<file path="src/sv/xeu_pkg.sv">
`timescale 1ns / 1ps
// ----------------------------------------------------------------------------
// xeu_pkg: shared types and constants
// Constants of the entity unescaper and the request type that moves from
// the front end through the queue to the UTF-8 back end.
// ----------------------------------------------------------------------------
package xeu_pkg;

	localparam int MAX_NAME_LEN = 5;
	localparam int LEN_W        = $clog2(MAX_NAME_LEN + 1);
	localparam int KEY_BYTES    = 4;   // longest keyword
	localparam int CP_W         = 21;  // code point width
	localparam int CP_ACC_W     = CP_W + 4;

	localparam logic [CP_W-1:0] CP_LIMIT = 21'h10FFFF;
	localparam logic [CP_W-1:0] CP_MAX_1 = 21'h00007F;
	localparam logic [CP_W-1:0] CP_MAX_2 = 21'h0007FF;
	localparam logic [CP_W-1:0] CP_MAX_3 = 21'h00FFFF;

	localparam int QUEUE_DEPTH = 2;
	localparam int QPTR_W      = $clog2(QUEUE_DEPTH);
	localparam int QCNT_W      = $clog2(QUEUE_DEPTH + 1);

	// what the back end has to emit for one request
	typedef enum logic [1:0] {
		KIND_RAW,   // one byte as is (value[7:0])
		KIND_UTF8,  // code point, encoded to 1..4 bytes
		KIND_ERR    // single error result
	} kind_t;

	typedef struct packed {
		kind_t           kind;
		logic [CP_W-1:0] value;
	} item_t;

endpackage

</file>
<file path="src/sv/xeu_front.sv">
`timescale 1ns / 1ps
// ----------------------------------------------------------------------------
// xeu_front: input parser
// Tracks entity state, gathers the name, accumulates numeric references a
// digit at a time and pushes one request per input that yields output.
// ----------------------------------------------------------------------------
module xeu_front (
	input  logic                 clk,
	input  logic                 arst_n,
	input  logic                 in_valid,
	output logic                 in_ready,
	input  logic [7:0]           in_byte,
	input  logic                 end_of_text,
	output logic                 push,
	output xeu_pkg::item_t       push_item,
	input  logic                 full
);

	localparam logic [7:0] CH_AMP  = 8'h26;
	localparam logic [7:0] CH_SEMI = 8'h3B;
	localparam logic [7:0] CH_HASH = 8'h23;

	// exact keyword match on the first name bytes; {hit, value}
	function automatic logic [8:0] kw_lookup(
		input logic [xeu_pkg::LEN_W-1:0]              n,
		input logic [xeu_pkg::KEY_BYTES-1:0][7:0]     k
	);
		logic [8:0] r;
		r = 9'd0;
		if (int'(n) == 3 && k == {8'h00, "A", "x", "#"})      r = {1'b1, 8'h0A};
		else if (int'(n) == 4 && k == {"t", "o", "u", "q"})   r = {1'b1, 8'h22};
		else if (int'(n) == 3 && k == {8'h00, "p", "m", "a"}) r = {1'b1, 8'h26};
		else if (int'(n) == 4 && k == {"s", "o", "p", "a"})   r = {1'b1, 8'h27};
		else if (int'(n) == 2 && k == {16'h0000, "t", "l"})   r = {1'b1, 8'h3C};
		else if (int'(n) == 2 && k == {16'h0000, "t", "g"})   r = {1'b1, 8'h3E};
		return r;
	endfunction

	logic                                   in_entity_q, aborted_q;
	logic                                   is_num_q, hex_q, has_digit_q, bad_q;
	logic [xeu_pkg::LEN_W-1:0]              name_len_q;
	logic [xeu_pkg::KEY_BYTES-1:0][7:0]     key_q;
	logic [xeu_pkg::CP_W-1:0]               cp_q;

	logic                                   accept, is_amp, is_semi, is_x, x_pos;
	logic                                   dig_ok, dig_step, over, num_bad;
	logic                                   room, set_abort, kw_hit;
	logic [7:0]                             kw_val;
	logic [3:0]                             dig_val;
	logic [xeu_pkg::CP_ACC_W-1:0]           cp_ext, prod, cp_next;

	assign in_ready = !full;
	assign accept   = in_valid && !full;
	assign is_amp   = in_byte == CH_AMP;
	assign is_semi  = in_byte == CH_SEMI;
	assign is_x     = in_byte == "x" || in_byte == "X";
	assign room     = int'(name_len_q) < xeu_pkg::MAX_NAME_LEN;
	assign x_pos    = is_num_q && name_len_q == xeu_pkg::LEN_W'(1) && is_x;
	assign dig_step = is_num_q && !x_pos && !bad_q;
	assign {kw_hit, kw_val} = kw_lookup(name_len_q, key_q);
	assign num_bad  = bad_q || !has_digit_q;

	always_comb begin
		dig_ok  = 1'b0;
		dig_val = 4'd0;
		if (in_byte >= "0" && in_byte <= "9") begin
			dig_ok  = 1'b1;
			dig_val = 4'(in_byte - "0");
		end else if (hex_q && in_byte >= "a" && in_byte <= "f") begin
			dig_ok  = 1'b1;
			dig_val = 4'(in_byte - "a" + 8'd10);
		end else if (hex_q && in_byte >= "A" && in_byte <= "F") begin
			dig_ok  = 1'b1;
			dig_val = 4'(in_byte - "A" + 8'd10);
		end
	end

	// cp * radix + digit, radix 10 as (x << 3) + (x << 1)
	assign cp_ext  = {4'd0, cp_q};
	assign prod    = hex_q ? (cp_ext << 4) : ((cp_ext << 3) + (cp_ext << 1));
	assign cp_next = prod + {{(xeu_pkg::CP_ACC_W-4){1'b0}}, dig_val};
	assign over    = cp_next > {4'd0, xeu_pkg::CP_LIMIT};

	always_comb begin
		push            = 1'b0;
		set_abort       = 1'b0;
		push_item.kind  = xeu_pkg::KIND_RAW;
		push_item.value = {(xeu_pkg::CP_W-8)'(0), in_byte};
		if (accept && !aborted_q) begin
			if (!in_entity_q) begin
				push = !is_amp;
			end else if (is_semi) begin
				if (kw_hit) begin
					push            = 1'b1;
					push_item.value = {(xeu_pkg::CP_W-8)'(0), kw_val};
				end else if (name_len_q != '0 && is_num_q) begin
					push = 1'b1;
					if (num_bad) begin
						set_abort       = 1'b1;
						push_item.kind  = xeu_pkg::KIND_ERR;
						push_item.value = '0;
					end else begin
						push_item.kind  = xeu_pkg::KIND_UTF8;
						push_item.value = cp_q;
					end
				end
			end
		end
	end

	always_ff @(posedge clk or negedge arst_n) begin
		if (!arst_n) begin
			in_entity_q <= 1'b0;
			aborted_q   <= 1'b0;
			is_num_q    <= 1'b0;
			hex_q       <= 1'b0;
			has_digit_q <= 1'b0;
			bad_q       <= 1'b0;
			name_len_q  <= '0;
			key_q       <= '0;
			cp_q        <= '0;
		end else if (accept) begin
			if (end_of_text) begin
				in_entity_q <= 1'b0;
				aborted_q   <= 1'b0;
				name_len_q  <= '0;
				key_q       <= '0;
				is_num_q    <= 1'b0;
				hex_q       <= 1'b0;
				has_digit_q <= 1'b0;
				bad_q       <= 1'b0;
				cp_q        <= '0;
			end else if (!aborted_q) begin
				if (!in_entity_q) begin
					if (is_amp) begin
						in_entity_q <= 1'b1;
						name_len_q  <= '0;
						key_q       <= '0;
						is_num_q    <= 1'b0;
						hex_q       <= 1'b0;
						has_digit_q <= 1'b0;
						bad_q       <= 1'b0;
						cp_q        <= '0;
					end
				end else if (is_semi) begin
					in_entity_q <= 1'b0;
					aborted_q   <= set_abort;
				end else if (room) begin
					name_len_q <= name_len_q + 1'b1;
					if (int'(name_len_q) < xeu_pkg::KEY_BYTES)
						key_q[name_len_q[1:0]] <= in_byte;
					if (name_len_q == '0) begin
						is_num_q <= in_byte == CH_HASH;
					end else if (x_pos) begin
						hex_q <= 1'b1;
					end else if (dig_step) begin
						if (!dig_ok || over) begin
							bad_q <= 1'b1;
						end else begin
							cp_q        <= cp_next[xeu_pkg::CP_W-1:0];
							has_digit_q <= 1'b1;
						end
					end
				end else begin
					// name too long: drop the entity
					in_entity_q <= 1'b0;
				end
			end
		end
	end

endmodule

</file>
<file path="src/sv/xeu_queue.sv">
`timescale 1ns / 1ps
// ----------------------------------------------------------------------------
// xeu_queue: request queue
// Small flop FIFO between parser and encoder; push and pop may happen in the same cycle.
// ----------------------------------------------------------------------------
module xeu_queue (
	input  logic            clk,
	input  logic            arst_n,
	input  logic            push,
	input  xeu_pkg::item_t  wr_item,
	output logic            full,
	input  logic            pop,
	output xeu_pkg::item_t  head,
	output logic            avail
);

	xeu_pkg::item_t                 mem_q [xeu_pkg::QUEUE_DEPTH];
	logic [xeu_pkg::QPTR_W-1:0]     wp_q, rp_q;
	logic [xeu_pkg::QCNT_W-1:0]     cnt_q;

	function automatic logic [xeu_pkg::QPTR_W-1:0] next_ptr(
		input logic [xeu_pkg::QPTR_W-1:0] p
	);
		return (p == xeu_pkg::QPTR_W'(xeu_pkg::QUEUE_DEPTH - 1)) ? '0 : p + 1'b1;
	endfunction

	assign full  = cnt_q == xeu_pkg::QCNT_W'(xeu_pkg::QUEUE_DEPTH);
	assign avail = cnt_q != '0;
	assign head  = mem_q[rp_q];

	always_ff @(posedge clk) begin
		if (push)
			mem_q[wp_q] <= wr_item;
	end

	always_ff @(posedge clk or negedge arst_n) begin
		if (!arst_n) begin
			wp_q  <= '0;
			rp_q  <= '0;
			cnt_q <= '0;
		end else begin
			if (push)
				wp_q <= next_ptr(wp_q);
			if (pop)
				rp_q <= next_ptr(rp_q);
			if (push && !pop)
				cnt_q <= cnt_q + 1'b1;
			else if (pop && !push)
				cnt_q <= cnt_q - 1'b1;
		end
	end

endmodule

</file>
<file path="src/sv/xeu_back.sv">
`timescale 1ns / 1ps
// ----------------------------------------------------------------------------
// xeu_back: result encoder
// Expands the head request into 1..4 output bytes (UTF-8 for code points),
// one per cycle while the output is not stalled, into the output register.
// ----------------------------------------------------------------------------
module xeu_back (
	input  logic            clk,
	input  logic            arst_n,
	input  xeu_pkg::item_t  head,
	input  logic            avail,
	output logic            pop,
	output logic            out_valid,
	input  logic            out_ready,
	output logic [7:0]      out_byte,
	output logic            last_of_run,
	output logic            error
);

	logic [1:0]           idx_q, lm1;
	logic [3:0][7:0]      bytes;
	logic                 is_err, load, last;
	logic [7:0]           byte_sel;
	logic [xeu_pkg::CP_W-1:0] v;

	assign v = head.value;

	always_comb begin
		lm1    = 2'd0;
		is_err = 1'b0;
		bytes  = '0;
		unique case (head.kind)
			xeu_pkg::KIND_UTF8: begin
				if (v <= xeu_pkg::CP_MAX_1) begin
					bytes[0] = v[7:0];
				end else if (v <= xeu_pkg::CP_MAX_2) begin
					lm1      = 2'd1;
					bytes[0] = {3'b110, v[10:6]};
					bytes[1] = {2'b10, v[5:0]};
				end else if (v <= xeu_pkg::CP_MAX_3) begin
					lm1      = 2'd2;
					bytes[0] = {4'b1110, v[15:12]};
					bytes[1] = {2'b10, v[11:6]};
					bytes[2] = {2'b10, v[5:0]};
				end else begin
					lm1      = 2'd3;
					bytes[0] = {5'b11110, v[20:18]};
					bytes[1] = {2'b10, v[17:12]};
					bytes[2] = {2'b10, v[11:6]};
					bytes[3] = {2'b10, v[5:0]};
				end
			end
			xeu_pkg::KIND_ERR: begin
				is_err = 1'b1;
			end
			default: begin
				bytes[0] = v[7:0];
			end
		endcase
	end

	assign byte_sel = bytes[idx_q];
	assign last     = idx_q == lm1;
	assign load     = avail && (!out_valid || out_ready);
	assign pop      = load && last;

	always_ff @(posedge clk or negedge arst_n) begin
		if (!arst_n) begin
			out_valid <= 1'b0;
			idx_q     <= 2'd0;
		end else begin
			if (load)
				out_valid <= 1'b1;
			else if (out_ready)
				out_valid <= 1'b0;
			if (load)
				idx_q <= last ? 2'd0 : idx_q + 2'd1;
		end
	end

	always_ff @(posedge clk) begin
		if (load) begin
			out_byte    <= byte_sel;
			last_of_run <= last;
			error       <= is_err;
		end
	end

endmodule

</file>
<file path="src/sv/xml_entity_unescape_utf8.sv">
`timescale 1ns / 1ps
// ----------------------------------------------------------------------------
// xml_entity_unescape_utf8: XML entity unescaper with UTF-8 output
// Byte stream in, unescaped byte stream out. Named entities quot, amp,
// apos, lt, gt, #xA and decimal/hex character references are decoded.
// ----------------------------------------------------------------------------
//  channel  dir  tdata            tlast         tuser
//  s_axis   in   in_byte[7:0]     end_of_text   -
//  m_axis   out  out_byte[7:0]    last_of_run   error
//
//  One input byte is taken per cycle unless the request queue is full. A
//  character reference produces up to four output bytes, emitted one per
//  cycle by the encoder unless the output stalls; the input keeps flowing
//  into a two-entry request queue while the encoder drains.
//  s_axis_tready drops only when the request queue is full.
//  Asynchronous reset clears all control state; the block is ready at once.
// ----------------------------------------------------------------------------
module xml_entity_unescape_utf8 (
	input  logic        clk,
	input  logic        arst_n,
	// input text
	input  logic        s_axis_tvalid,
	output logic        s_axis_tready,
	input  logic [7:0]  s_axis_tdata,   // [7:0] in_byte
	input  logic        s_axis_tlast,   // end_of_text
	// unescaped output
	output logic        m_axis_tvalid,
	input  logic        m_axis_tready,
	output logic [7:0]  m_axis_tdata,   // [7:0] out_byte
	output logic        m_axis_tlast,   // last_of_run
	output logic        m_axis_tuser    // [0] error
);

	// front end -> queue
	logic            push;
	xeu_pkg::item_t  push_item;
	logic            full;

	// queue -> back end
	xeu_pkg::item_t  head;
	logic            avail;
	logic            pop;

	// Parser: entity state machine, name capture, digit accumulation.
	// Every request that yields output becomes one queue entry.
	xeu_front u_front (
		.clk         (clk),
		.arst_n      (arst_n),
		.in_valid    (s_axis_tvalid),
		.in_ready    (s_axis_tready),
		.in_byte     (s_axis_tdata),
		.end_of_text (s_axis_tlast),
		.push        (push),
		.push_item   (push_item),
		.full        (full)
	);

	// Decouples the parser (byte/cycle unless full) from the multi-byte encoder.
	xeu_queue u_queue (
		.clk     (clk),
		.arst_n  (arst_n),
		.push    (push),
		.wr_item (push_item),
		.full    (full),
		.pop     (pop),
		.head    (head),
		.avail   (avail)
	);

	// Encoder: walks the head entry byte by byte into the output register.
	xeu_back u_back (
		.clk         (clk),
		.arst_n      (arst_n),
		.head        (head),
		.avail       (avail),
		.pop         (pop),
		.out_valid   (m_axis_tvalid),
		.out_ready   (m_axis_tready),
		.out_byte    (m_axis_tdata),
		.last_of_run (m_axis_tlast),
		.error       (m_axis_tuser)
	);

endmodule

</file>
<file path="config.mk">
export PLATFORM = sky130hd
export DESIGN_NAME = xml_entity_unescape_utf8
export DESIGN_NICKNAME = d
export VERILOG_FILES = /design/src/sv/xeu_pkg.sv /design/src/sv/xeu_front.sv /design/src/sv/xeu_queue.sv /design/src/sv/xeu_back.sv /design/src/sv/xml_entity_unescape_utf8.sv
export SDC_FILE = /design/constraint.sdc
export NUM_CORES = 1
export LEC_CHECK = 0
export BUFFER_PORTS_ARGS = -buffer_cell sky130_fd_sc_hd__clkbuf_2
export CORE_AREA = 2 2 127 129
export CTS_CLUSTER_SIZE = 40
export DETAILED_ROUTE_END_ITERATION = 10
export DIE_AREA = 0 0 129 131
export PLACE_DENSITY = 0.87
export SLEW_MARGIN = 10
export SYNTH_ARGS = -nofsm -noshare
export SYNTH_HDL_FRONTEND = slang
export SYNTH_HIERARCHICAL = 1
export SYNTH_SLANG_ARGS = --single-unit
</file>
<file path="constraint.sdc">
create_clock -name clk -period 4.25 [get_ports clk]
set_clock_uncertainty 0.05 [all_clocks]
set_input_delay 0.425 -clock clk [delete_from_list [all_inputs] [get_ports clk]]
set_output_delay 0.425 -clock clk [all_outputs]
set_load 0.01 [all_outputs]
</file>
==> key figures <==
Setup path
  • Critical Path End Type: register
  • Crit path launch type: register
  • WS Path Type: reg -> reg
  • CP Max Fanout: 16
  • Critical Path AT: 4.44 ns
  • Reg2reg setup slack: between 0.09 and 0.1 ns
  • Worst EP required: approximately 4.5 ns

Pwr
  • Pleak: approximately 4.2 nW
  • Psw: 1.46 mW
  • Worst VDD drop: slightly below 300 uV
  • Pwr per Cell Area: 450 nW/um2
  • Power share of the clock group: around 36%
  • Sw Ratio: between 30% and 40%
  • Gate power share: between 20% and 30%
  • Internal power: slightly above 3 mW
  • Sequential power share: between 30% and 40%

Global route
  • Largest net degree at the start of global routing: 36
  • Vias in the first global route: 7484
  • Gr ovfl total: 0
  • Total GRT Usage: 29.0%
  • Initial antenna violation count: 0
  • First-pass GRT wire length: about 38000 um

Synth
  • Share of the synthesized area in the top cell type: between 10% and 20%
  • Compound-Gate Fraction of Synth Area: between 20% and 30%
  • Synth cell types: 98
  • Synthesized-area fraction occupied by adder cells: ~5.6%
  • Synth area leader: dfrtp_1
  • Synth area leaders: dfrtp_1 20%, edfxtp_1 19%, ha_1 5.1%
  • EDFF count, synth: between 50 and 60
  • Post-Syn Area: slightly below 9000 um2
  • Post-Synth XOR/XNOR Area: 2.58%
  • Mean Syn Cell Area: 9.90 um2
  • Synth Area in Simple Gates: between 20% and 30%
  • Warnings from Yosys: 6
  • Synth cell count leaders: 94 x nand2_1, 69 x dfrtp_1, 56 x edfxtp_1
  • Count leader, synth: nand2_1
  • Top_reg_cell synth: dfrtp_1
  • Post-synthesis net count: 943
  • Post-Synthesis Cells: 892
  • Part of the Yosys area used for sequential elements: 38.6%
  • #FFs+latches synth: approximately 130
  • Largest family of logic cells by synthesized area: compound AO/OA/AOI/OAI gates
  • Mux contribution to synthesized area: 5.64%
  • Fraction of registers with async set/reset: between 50% and 60%

Drt
  • Top Metal Used: met4
  • Routed wl met3: about 1800 um
  • Vias/cell: around 6.6
  • DR pass1 iterations: 9
  • Final antenna-violating net count: 0
  • WL met1: between 9000 and 10000 um
  • Vias: just under 8000
  • Wirelength per Cell: around 20 um
  • Post-route DRC: 0
  • Detail Route met2 WL: 11200 um
  • Iteration-0 DRC Markers: between 900 and 1000
  • WL final: between 20000 and 25000 um

Layout
  • Fin area: between 10000 and 15000 um2
  • # diodes: 0
  • Nets: about 1000
  • Share of cells above drive strength 1: 20.4%
  • Core Util, Final: around two thirds
  • Post-Layout Cell Count: 1175
  • Area growth syn-to-layout: 14.5%

Timing
  • Setup TNS: 0 ns
  • Setup slack after layout: 0.0971 ns
  • # setup viols final: 0
  • Fmax: 241 MHz
  • Hold Fails Final Rpt: 0
  • Fin crit period: 4.15 ns
  • Slew Limit Fails: 0
  • Worst slew margin: roughly a quarter
  • Slew @ Worst Pin: approximately 1.1 ns
  • Final worst path period share: 97.7%

Floorplan
  • Die area: approximately 17000 um2
  • Cell row count: between 40 and 50
  • DIE WIDTH: about 130 um
  • Die H: roughly 130 um
  • Core Region: between 15000 and 20000 um2
  • Io pins: 25
  • Initial core utilization: between 50% and 60%

Outcome
  • Status: completed

Clocking
  • CTS tree: yes
  • Clock slew at reported path FFs: 0.06 ns
  • CTS sink count: about 130
  • H-tree lvl count: 4
  • CTS max path bufs: 2
  • Clk_lat worst skew: ~0.42 ns
  • Clock root buffer: clkbuf_16
  • Post-CTS Hold Fix Bufs: 0
  • CTS Buf Count: 17

Placement
  • Post-DP Area: approximately 9400 um2
  • HPWL Detailed: roughly 16000 um
  • Worst slack at placement: -0.137 ns
  • Cells after DPL: ~1100
  • Routability cong.: slightly below 1
  • Port bufs: 24

Job
  • Max_cap viols: 0

Min path
  • Hold Path Class: in -> async
[logic make-up (layout without fill, tap and decap cells)]
kind of cell / after synthesis / after routing
simple gates: 336 / 336
fa+ha+maj: 38 / 38
buf+inv: 67 / 134
mux: 39 / 39
compound gates: 261 / 261
xor+xnor: 26 / 26
flops: 125 / 125
[repair_timing]
item                       4_1_cts  5_1_grt
pin swaps                        0       10
gates resized for setup          1       16
setup buffers                    0        6
setup endpoints to repair        1       22
gates cloned                     0        0
[final timing paths]
kind,depth (start not counted),to,start
setup / recovery,14,u_front/cp_q[1]$_DFFE_PN0P_,u_front/cp_q[2]$_DFFE_PN0P_
hold / removal,1,u_front/key_q[25]$_DFFE_PN0P_,arst_n
setup reg to reg,14,u_front/cp_q[1]$_DFFE_PN0P_,u_front/cp_q[2]$_DFFE_PN0P_
hold reg to reg,1,u_queue/cnt_q[1]$_DFFE_PN0P_,u_queue/cnt_q[1]$_DFFE_PN0P_
max in group asynchronous,2,u_queue/rp_q$_DFFE_PN0P_,arst_n
min in group clk,2,u_front/aborted_q$_DFFE_PN0P_,s_axis_tvalid
[power by group through the flow]
stage                     clock, mW  combinational (mW)  sequential [mW]
after floorplan                   0                1.02             1.60
after global placement            0                1.27             1.61
after detailed placement          0                1.30             1.62
after CTS                      1.62                1.32             1.60
after global routing           1.68                1.43             1.63
final                          1.62                1.33             1.60
[stage by stage]
step / total power [mW] / hold slack, ns
2_1_floorplan: 2.63 / 0.0794
3_3_place_gp: 2.87 / 0.413
3_5_place_dp: 2.92 / 0.424
4_1_cts: 4.54 / 0.0552
5_1_grt: 4.73 / 0.0892
6_report: 4.56 / 0.0408
[critical path: stages (launching register included)]
cell,delay [ns]
dfrtp_1,0.40
buf_4,0.18
ha_2,0.33
o211ai_1,0.38
o21ai_2,0.12
a31oi_1,0.22
xnor2_1,0.17
o211ai_1,0.17
a221o_2,0.52
or3_4,0.37
mux2_4,0.31
o221a_4,0.31
a31oi_4,0.21
buf_12,0.18
o2bb2ai_1,0.13
[area by class of cell]
type                    instances  area, um2
multi-input cells             700       5160
well taps                     216        270
fillers                      1153       5480
clock inverters                15        233
repair buffers                 73        513
clock buffers                  17        425
flip-flops and latches        125       3410
inverters                      29        109
[registers in the layout, indices dropped and copies added (netlist names), 2 cells and up]
name                cells
u_front/key_q          32
u_back/out_byte         8
u_queue/cnt_q           2
u_queue/mem_q          46
u_front/name_len_q      3
u_front/cp_q           21
u_back/idx_q            2
[routing by layer]
layer | track usage, % | vias to the layer above
met5 | 0 | -
met4 | 12.7 | 0
met3 | 5.09 | 105
met2 | 48.9 | 462
met1 | 36.9 | 3688
li1 | - | 3506
[placed cells by master (no fill, tap or decap), drive strengths merged, types with 7 or more instances in the layout]
master	instances
nor2b	13
ha	36
nor3	20
edfxtp	56
nand4	10
nor4	16
a211oi	8
or3	12
o211ai	19
o31ai	9
xnor2	15
nor3b	8
nand2	94
mux2i	13
a211o	7
o2bb2ai	16
dfrtp	69
and2	27
nand3	26
a21oi	45
clkbuf	40
mux2	26
and3	10
a22o	26
nand2b	16
a31oi	13
buf	50
inv	34
o21ai	52
a21o	12
xor2	11
nor2	57
Note: power is estimated with default switching activity, not from simulation.
